### src/rtl/core/pkc_pkg.sv
// Package for the priority keyword classifier: keyword table, codes, result type.
`default_nettype none
package pkc_pkg;

	// Window holds the current byte plus WINDOW_LEN-1 earlier bytes
	localparam int WINDOW_LEN    = 17;
	localparam int TABLE_SIZE    = 46;
	localparam int PATTERN_COUNT = 46;
	localparam int ACTIVE_COUNT  = (PATTERN_COUNT < TABLE_SIZE) ? PATTERN_COUNT : TABLE_SIZE;
	// Longest keyword in bytes
	localparam int KW_BYTES      = 17;
	localparam int WIN_EXT       = (WINDOW_LEN > KW_BYTES) ? WINDOW_LEN : KW_BYTES;
	localparam int IDX_W         = 6;

	// Threat levels
	localparam logic [2:0] LVL_NONE     = 3'd0;
	localparam logic [2:0] LVL_LOW      = 3'd1;
	localparam logic [2:0] LVL_MEDIUM   = 3'd2;
	localparam logic [2:0] LVL_HIGH     = 3'd3;
	localparam logic [2:0] LVL_CRITICAL = 3'd4;

	// Categories
	localparam logic [2:0] CAT_GENERAL    = 3'd0;
	localparam logic [2:0] CAT_CONFLICT   = 3'd1;
	localparam logic [2:0] CAT_MARKET     = 3'd2;
	localparam logic [2:0] CAT_CYBER      = 3'd3;
	localparam logic [2:0] CAT_REGULATORY = 3'd4;
	localparam logic [2:0] CAT_NATURAL    = 3'd5;

	// Fallback confidence when nothing matched
	localparam logic [6:0] CONF_BEARISH = 7'd40;
	localparam logic [6:0] CONF_DEFAULT = 7'd30;

	// Keyword text is right aligned: byte 0 is the last character, unused bytes are zero
	typedef struct packed {
		logic [KW_BYTES-1:0][7:0] text;
		logic [2:0]               level;
		logic [2:0]               cat;
		logic [6:0]               conf;
	} kw_t;

	typedef struct packed {
		logic [2:0]       level;
		logic [2:0]       cat;
		logic [6:0]       conf;
		logic [IDX_W-1:0] index;
	} res_t;

	localparam kw_t KW_TABLE [TABLE_SIZE] = '{
		'{"nuclear strike",    LVL_CRITICAL, CAT_CONFLICT,   7'd95},
		'{"nuclear attack",    LVL_CRITICAL, CAT_CONFLICT,   7'd95},
		'{"war declared",      LVL_CRITICAL, CAT_CONFLICT,   7'd95},
		'{"market crash",      LVL_CRITICAL, CAT_MARKET,     7'd90},
		'{"flash crash",       LVL_CRITICAL, CAT_MARKET,     7'd90},
		'{"circuit breaker",   LVL_CRITICAL, CAT_MARKET,     7'd85},
		'{"trading halt",      LVL_CRITICAL, CAT_MARKET,     7'd85},
		'{"bank run",          LVL_CRITICAL, CAT_MARKET,     7'd90},
		'{"sovereign default", LVL_CRITICAL, CAT_MARKET,     7'd90},
		'{"cyberattack",       LVL_HIGH,     CAT_CYBER,      7'd80},
		'{"data breach",       LVL_HIGH,     CAT_CYBER,      7'd75},
		'{"ransomware",        LVL_HIGH,     CAT_CYBER,      7'd80},
		'{"invasion",          LVL_HIGH,     CAT_CONFLICT,   7'd85},
		'{"airstrike",         LVL_HIGH,     CAT_CONFLICT,   7'd85},
		'{"missile launch",    LVL_HIGH,     CAT_CONFLICT,   7'd85},
		'{"military deploy",   LVL_HIGH,     CAT_CONFLICT,   7'd80},
		'{"coup attempt",      LVL_HIGH,     CAT_CONFLICT,   7'd85},
		'{"martial law",       LVL_HIGH,     CAT_CONFLICT,   7'd85},
		'{"bankruptcy fil",    LVL_HIGH,     CAT_MARKET,     7'd80},
		'{"rate hike",         LVL_HIGH,     CAT_MARKET,     7'd70},
		'{"rate cut",          LVL_HIGH,     CAT_MARKET,     7'd70},
		'{"earnings miss",     LVL_HIGH,     CAT_MARKET,     7'd75},
		'{"profit warning",    LVL_HIGH,     CAT_MARKET,     7'd75},
		'{"downgrad",          LVL_HIGH,     CAT_MARKET,     7'd70},
		'{"sanction",          LVL_HIGH,     CAT_REGULATORY, 7'd70},
		'{"embargo",           LVL_HIGH,     CAT_REGULATORY, 7'd75},
		'{"earthquake",        LVL_HIGH,     CAT_NATURAL,    7'd80},
		'{"tsunami",           LVL_HIGH,     CAT_NATURAL,    7'd85},
		'{"hurricane",         LVL_HIGH,     CAT_NATURAL,    7'd75},
		'{"pandemic",          LVL_HIGH,     CAT_NATURAL,    7'd80},
		'{"protest",           LVL_MEDIUM,   CAT_CONFLICT,   7'd60},
		'{"riot",              LVL_MEDIUM,   CAT_CONFLICT,   7'd70},
		'{"tension",           LVL_MEDIUM,   CAT_CONFLICT,   7'd50},
		'{"escalat",           LVL_MEDIUM,   CAT_CONFLICT,   7'd65},
		'{"tariff",            LVL_MEDIUM,   CAT_REGULATORY, 7'd65},
		'{"regulation",        LVL_MEDIUM,   CAT_REGULATORY, 7'd50},
		'{"antitrust",         LVL_MEDIUM,   CAT_REGULATORY, 7'd60},
		'{"investigat",        LVL_MEDIUM,   CAT_REGULATORY, 7'd55},
		'{"layoff",            LVL_MEDIUM,   CAT_MARKET,     7'd60},
		'{"recession",         LVL_MEDIUM,   CAT_MARKET,     7'd65},
		'{"inflation",         LVL_MEDIUM,   CAT_MARKET,     7'd55},
		'{"selloff",           LVL_MEDIUM,   CAT_MARKET,     7'd60},
		'{"sell-off",          LVL_MEDIUM,   CAT_MARKET,     7'd60},
		'{"volatil",           LVL_MEDIUM,   CAT_MARKET,     7'd50},
		'{"wildfire",          LVL_MEDIUM,   CAT_NATURAL,    7'd60},
		'{"flood",             LVL_MEDIUM,   CAT_NATURAL,    7'd60}
	};

	// Fold ASCII upper case letters to lower case
	function automatic logic [7:0] fold_case(input logic [7:0] b);
		logic [7:0] r;
		r = b;
		if (b inside {[8'h41:8'h5A]}) begin
			r = b + 8'd32;
		end
		return r;
	endfunction

endpackage
`default_nettype wire

### src/rtl/core/pkc_match.sv
// Byte window and parallel keyword comparators.
`default_nettype none
module pkc_match (
	input  wire logic                             clk,
	input  wire logic                             arst_n,
	input  wire logic [7:0]                       raw_byte,
	input  wire logic                             shift,
	input  wire logic                             last,
	output logic      [pkc_pkg::ACTIVE_COUNT-1:0] hits
);
	import pkc_pkg::*;

	logic [WINDOW_LEN-2:0][7:0] window_q;
	logic [WIN_EXT-1:0][7:0]    win;

	// Current folded byte at position 0, older bytes above, zero past the window
	always_comb begin
		win = '0;
		win[0] = fold_case(raw_byte);
		for (int i = 1; i < WINDOW_LEN; i++) begin
			win[i] = window_q[i-1];
		end
	end

	// One comparator per keyword; zero keyword bytes are padding and always agree
	always_comb begin
		hits = '1;
		for (int p = 0; p < ACTIVE_COUNT; p++) begin
			for (int i = 0; i < KW_BYTES; i++) begin
				if (KW_TABLE[p].text[i] != 8'h00) begin
					if (i >= WINDOW_LEN || KW_TABLE[p].text[i] != win[i]) begin
						hits[p] = 1'b0;
					end
				end
			end
		end
	end

	// Window shifts on each item and clears after the last byte of a text
	always_ff @(posedge clk or negedge arst_n) begin
		if (!arst_n) begin
			window_q <= '0;
		end else if (shift) begin
			if (last) begin
				window_q <= '0;
			end else begin
				window_q <= win[WINDOW_LEN-2:0];
			end
		end
	end

`ifndef SYNTHESIS
	a_window_cleared: assert property (@(posedge clk) disable iff (!arst_n)
		(shift && last) |=> (window_q == '0))
		else $error("window not cleared after end of text");
	a_window_holds: assert property (@(posedge clk) disable iff (!arst_n)
		!shift |=> $stable(window_q))
		else $error("window changed without an item");
	a_window_newest: assert property (@(posedge clk) disable iff (!arst_n)
		(shift && !last) |=> (window_q[0] == $past(fold_case(raw_byte))))
		else $error("newest window byte wrong");
`endif

endmodule
`default_nettype wire

### src/rtl/core/pkc_resolve.sv
// Sticky match bitmap and lowest-index priority selection.
`default_nettype none
module pkc_resolve (
	input  wire logic                             clk,
	input  wire logic                             arst_n,
	input  wire logic [pkc_pkg::ACTIVE_COUNT-1:0] hits,
	input  wire logic                             adv,
	input  wire logic                             last,
	input  wire logic                             bearish,
	output pkc_pkg::res_t                         res
);
	import pkc_pkg::*;

	logic [ACTIVE_COUNT-1:0] bitmap_q;
	logic [ACTIVE_COUNT-1:0] vec;

	assign vec = bitmap_q | hits;

	// Fallback first, then scan from the top so the lowest set index wins
	always_comb begin
		res.level = bearish ? LVL_LOW : LVL_NONE;
		res.cat   = CAT_GENERAL;
		res.conf  = bearish ? CONF_BEARISH : CONF_DEFAULT;
		res.index = IDX_W'(ACTIVE_COUNT);
		for (int i = ACTIVE_COUNT - 1; i >= 0; i--) begin
			if (vec[i]) begin
				res.level = KW_TABLE[i].level;
				res.cat   = KW_TABLE[i].cat;
				res.conf  = KW_TABLE[i].conf;
				res.index = IDX_W'(i);
			end
		end
	end

	// Bitmap collects hits across a text and clears at its end
	always_ff @(posedge clk or negedge arst_n) begin
		if (!arst_n) begin
			bitmap_q <= '0;
		end else if (adv) begin
			if (last) begin
				bitmap_q <= '0;
			end else begin
				bitmap_q <= vec;
			end
		end
	end

`ifndef SYNTHESIS
	a_bitmap_cleared: assert property (@(posedge clk) disable iff (!arst_n)
		(adv && last) |=> (bitmap_q == '0))
		else $error("bitmap not cleared after end of text");
	a_bitmap_sticky: assert property (@(posedge clk) disable iff (!arst_n)
		(adv && !last) |=> ((bitmap_q & $past(vec)) == $past(vec)))
		else $error("bitmap lost a match");
	a_bitmap_holds: assert property (@(posedge clk) disable iff (!arst_n)
		!adv |=> $stable(bitmap_q))
		else $error("bitmap changed without an item");
`endif

endmodule
`default_nettype wire

### src/rtl/core/priority_keyword_classifier.sv
// Top level: input register, match stage, priority select and result register.
// Throughput: one byte per cycle while no final byte waits in the match register.
// Bytes that end no text keep flowing while a result waits in the result register.
// Each accepted byte passes the input register, the keyword comparators, then the bitmap/select.
// Reset (arst_n low, asynchronous) empties the pipeline, zeroes the window and the bitmap.
// An end-of-text item stalls only while the result register is still full.
`default_nettype none
module priority_keyword_classifier (
	input  wire logic       clk,
	input  wire logic       arst_n,
	input  wire logic       in_valid,
	output logic            in_stall,
	input  wire logic [7:0] text_byte,
	input  wire logic       end_of_text,
	input  wire logic       bearish,
	output logic            out_valid,
	input  wire logic       out_stall,
	output logic [2:0]      threat_level,
	output logic [2:0]      category,
	output logic [6:0]      confidence_pct,
	output logic [5:0]      pattern_index
);
	import pkc_pkg::*;

	logic                    valid_s1;
	logic [7:0]              byte_s1;
	logic                    last_s1;
	logic                    bear_s1;
	logic                    valid_s2;
	logic [ACTIVE_COUNT-1:0] hits_s2;
	logic                    last_s2;
	logic                    bear_s2;
	logic                    out_valid_q;
	res_t                    out_q;

	logic                    out_free;
	logic                    adv_s2;
	logic                    adv_s1;
	logic                    in_take;
	logic [ACTIVE_COUNT-1:0] hits;
	res_t                    res;

	// Pipeline flow: only a final byte needs room in the result register
	assign out_free = !out_valid_q || !out_stall;
	assign adv_s2   = valid_s2 && (!last_s2 || out_free);
	assign adv_s1   = valid_s1 && (!valid_s2 || adv_s2);
	assign in_stall = valid_s1 && !adv_s1;
	assign in_take  = in_valid && !in_stall;

	pkc_match u_match (
		.clk      (clk),
		.arst_n   (arst_n),
		.raw_byte (byte_s1),
		.shift    (adv_s1),
		.last     (last_s1),
		.hits     (hits)
	);

	pkc_resolve u_resolve (
		.clk     (clk),
		.arst_n  (arst_n),
		.hits    (hits_s2),
		.adv     (adv_s2),
		.last    (last_s2),
		.bearish (bear_s2),
		.res     (res)
	);

	// Input register
	always_ff @(posedge clk or negedge arst_n) begin
		if (!arst_n) begin
			valid_s1 <= 1'b0;
		end else if (in_take) begin
			valid_s1 <= 1'b1;
		end else if (adv_s1) begin
			valid_s1 <= 1'b0;
		end
	end

	always_ff @(posedge clk) begin
		if (in_take) begin
			byte_s1 <= text_byte;
			last_s1 <= end_of_text;
			bear_s1 <= bearish;
		end
	end

	// Match register
	always_ff @(posedge clk or negedge arst_n) begin
		if (!arst_n) begin
			valid_s2 <= 1'b0;
		end else if (adv_s1) begin
			valid_s2 <= 1'b1;
		end else if (adv_s2) begin
			valid_s2 <= 1'b0;
		end
	end

	always_ff @(posedge clk) begin
		if (adv_s1) begin
			hits_s2 <= hits;
			last_s2 <= last_s1;
			bear_s2 <= bear_s1;
		end
	end

	// Result register
	always_ff @(posedge clk or negedge arst_n) begin
		if (!arst_n) begin
			out_valid_q <= 1'b0;
		end else if (adv_s2 && last_s2) begin
			out_valid_q <= 1'b1;
		end else if (!out_stall) begin
			out_valid_q <= 1'b0;
		end
	end

	always_ff @(posedge clk) begin
		if (adv_s2 && last_s2) begin
			out_q <= res;
		end
	end

	assign out_valid      = out_valid_q;
	assign threat_level   = out_q.level;
	assign category       = out_q.cat;
	assign confidence_pct = out_q.conf;
	assign pattern_index  = out_q.index;

`ifndef SYNTHESIS
	a_final_waits: assert property (@(posedge clk) disable iff (!arst_n)
		(valid_s2 && last_s2 && out_valid_q && out_stall) |=> (valid_s2 && last_s2))
		else $error("final item dropped while result register full");
	a_stall_needs_item: assert property (@(posedge clk) disable iff (!arst_n)
		in_stall |-> (valid_s1 && valid_s2 && last_s2))
		else $error("input stalled with no blocking final item");
	a_fallback_conf: assert property (@(posedge clk) disable iff (!arst_n)
		(out_valid && pattern_index == IDX_W'(ACTIVE_COUNT)) |->
		(confidence_pct == CONF_BEARISH || confidence_pct == CONF_DEFAULT))
		else $error("fallback result has wrong confidence");
	a_result_from_final: assert property (@(posedge clk) disable iff (!arst_n)
		$rose(out_valid) |-> $past(adv_s2 && last_s2))
		else $error("result appeared without a final item");
`endif

endmodule
`default_nettype wire

### config.mk
export PLATFORM = sky130hd
export DESIGN_NAME = priority_keyword_classifier
export DESIGN_NICKNAME = d
export VERILOG_FILES = /design/src/rtl/core/pkc_pkg.sv /design/src/rtl/core/pkc_match.sv /design/src/rtl/core/pkc_resolve.sv /design/src/rtl/core/priority_keyword_classifier.sv
export SDC_FILE = /design/constraint.sdc
export NUM_CORES = 1
export LEC_CHECK = 0
export BUFFER_PORTS_ARGS = -buffer_cell sky130_fd_sc_hd__buf_4
export CORE_MARGIN = 3
export CORE_UTILIZATION = 58
export CTS_BUF_LIST = sky130_fd_sc_hd__clkbuf_4 sky130_fd_sc_hd__clkbuf_8 sky130_fd_sc_hd__clkbuf_16
export DETAILED_ROUTE_END_ITERATION = 16
export PLACE_DENSITY = 0.82
export SYNTH_ARGS = -nofsm -noshare
export SYNTH_HDL_FRONTEND = slang
export SYNTH_SLANG_ARGS = --single-unit
### constraint.sdc
create_clock -name clk -period 8 [get_ports clk]
set_input_delay 1.6 -clock clk [delete_from_list [all_inputs] [get_ports clk]]
set_output_delay 1.6 -clock clk [all_outputs]
set_load 0.01 [all_outputs]
==> metrics.txt <==
DR vias/cell=6.92; synth top area cells=dfrtp_1, edfxtp_1, nand2b_1, nand2_1, o21ai_0; CP endpoint kind=output pin; FF-to-FF Start=u_match.win[47]; post-CTS setup buffers=0; chip height=~160 um; Switching Share=25.9%; Avg Inst Size Synth=approximately 8.8 sq um; Skew-Pair Late Insertion Delay=about 0.54 ns; Flop pwr share=a little under half; Internal Power=around 2.3 mW; Util after Layout=66.1%; crit-path max FO=3; number of synthesized register bits=~250; path type of the worst min-delay path=reg -> reg; maximum capacitance violations=0; actual slew at the worst max-slew pin=roughly 1.2 ns; DIE WIDTH=160 um; HP Start=bear_s1; Worst VDD drop=about 0.21 mV; setup TNS=0 ns; final setup vio count=0; Root Buffer=clkbuf_16; layout cell share with drive strength beyond 1=under 10%; Register-to-Register Path Depth=6; worst hold endpoint=bear_s2; CP Class=in -> out; WL per Instance=26.2 um; Final Wtd Congestion=between 1 and 1.5; post-synth top area cell=dfrtp_1; max_slew headroom=about 22%; top cells by instance count after synthesis=nand2_1, dfrtp_1, nor2_1; number of synthesized flops with an enable pin=77; startpoint types=input port; H-tree levels=1; post-cts gate resize count=0; Worst EP arrival=roughly 2.3 ns; Die ar.=between 20000 and 30000 sq um; Fillers=1845; Comb power frac=under 10%; IO buf count=34; IO Count=35; final antenna-violating net count=0; DP Wirelength=36200 um; ys flop type=dfrtp_1; Synth top area share=between 30% and 40%; Mapped Cells=1557; P_sw=around 0.8 mW; WL final=around 50000 um; clk slew on worst S/H paths=0.06 ns; total CTS buffers=27; register area share after synthesis=about half; P_leak=between 5 and 6 nW; setup slack, reg-to-reg=roughly 4.5 ns; crit path time final=between 3 and 4 ns; drt first pass iters=7; CTS tree=built; antenna violations before repair=1; Rows=55; warnings from Yosys=0; core outline area=roughly 23000 sq um; starting density of the core=between 50% and 60%; RSZ-0062 raised after global routing=false; CP required=between 6 and 7 ns; RR Endpoint=hits_s2[14]; Pwr Density=207 nW/um^2; Max Clock Skew=between 0.01 and 0.015 ns; CTS Sinks=254; CTS hold repair buffers=0; Hold Vio Cnt, Final=0; DRC viols=0; asr flop ratio synth=between 60% and 70%; Detailed Route Iter0 Violations=2037; Final Max Slew Viols=0; final net count=between 1.5k and 2k; status=finished clean; first-pass GRT wire length=about 76000 um; Tcrit/Tclk final=between 40% and 50%; Peak Freq=0.259 GHz; DR vias=13.1k; Mapped Area=roughly 14000 sq um; number of distinct library cells after synthesis=55; Power, Total=approximately 3.1 mW; area grow syn2layout=10.5%; GRT Total Usage=38.4%; GR Overflow Total=0; clock share of power=between 40% and 50%; Syn Nets=around 1.6k; largest net degree at the start of global routing=130; clk buf depth=3; most common cell in the netlist=nand2_1; vias in the first global route=approximately 13k; WHS Path Cells=0
==> cells in the final DEF (no fill, tap or decap), types with 29 or more instances in the layout <==
master	instances
nand3_1	65
buf_4	46
nand2_1	206
edfxtp_1	77
nand2b_1	138
nor3_1	55
nor2_1	153
nand4_1	51
nor2b_1	31
clkbuf_16	29
o21ai_0	146
dfrtp_1	177
nor4_1	76
a21oi_1	59
==> per-layer routing <==
layer | up-vias | track usage, % | part of all wire, %
met5 | - | 0 | 0.026
met4 | 2 | 21.5 | 7.5
met3 | 285 | 6.36 | 9.7
met2 | 901 | 59.9 | 45
met1 | 6199 | 51.3 | 38
li1 | 5719 | - | -
==> cell families (layout without fill, tap and decap cells) <==
| family | Yosys count | count (layout) | synth area share [%] |
|---|---|---|---|
| buf+inv | 88 | 111 | 2.50 |
| fa+ha+maj | 1 | 1 | 0.0910 |
| simple gates | 949 | 949 | 37.5 |
| flops | 254 | 254 | 49.0 |
| other cells | 0 | 1 | 0 |
| compound gates | 265 | 265 | 10.8 |
==> worst max-delay path, cell delays in order <==
cell and delay, ns:
buf_4 0.09, nand4_1 0.20, inv_1 0.11, nand2_1 0.08
inv_1 0.06, buf_4 0.11
==> state kept, by name, summed over array words and instances, names as in the netlist, 3 cells and up <==
signal              cells
u_resolve.bitmap_q     46
hits_s2                46
category                3
threat_level            3
byte_s1                 8
pattern_index           6
confidence_pct          7
u_match.win           128
==> how the worst max path moves through the flow <==
stage,end,start,slack (ns)
global route,u_match.win[105],out_stall,4.05
global placement,u_match.win[126],out_stall,3.98
floorplan,bear_s2,out_stall,4.31
CTS,in_stall,out_stall,4.14
detailed placement,u_match.win[133],out_stall,3.81
finish,in_stall,out_stall,4.14
==> through the flow <==
step	area, sq um	hold WS (ns)	std cells	worst slack [ns]
6_report	15200	0.448	1894	4.14
3_5_place_dp	14200	0.437	1846	3.81
4_1_cts	15200	0.451	1893	4.14
3_3_place_gp	14200	0.424	1846	3.98
2_1_floorplan	13700	0.400	1557	4.31
5_1_grt	15200	0.459	1893	4.05
==> final cells by class <==
cell class | instances | area, sq um | area share [%]
Antenna cell | 1 | 2.50 | 0.0165
Clock buffer | 34 | 782 | 5.15
Clock inverter | 13 | 174 | 1.14
Inverter | 17 | 63.8 | 0.420
Multi-Input combinational cell | 1215 | 6680 | 44.0
Sequential cell | 254 | 6740 | 44.4
Tap cell | 313 | 392 | 2.58
Timing Repair Buffer | 47 | 357 | 2.35
==> power by group through the flow <==
stage,registers (mW),clock network (mW),logic (mW)
finish,1.51,1.32,0.310
global route,1.51,1.39,0.341
CTS,1.50,1.33,0.304
detailed placement,1.52,0,0.302
global placement,1.52,0,0.293
floorplan,1.49,0,0.213
Power figures use the tool's default switching activity.
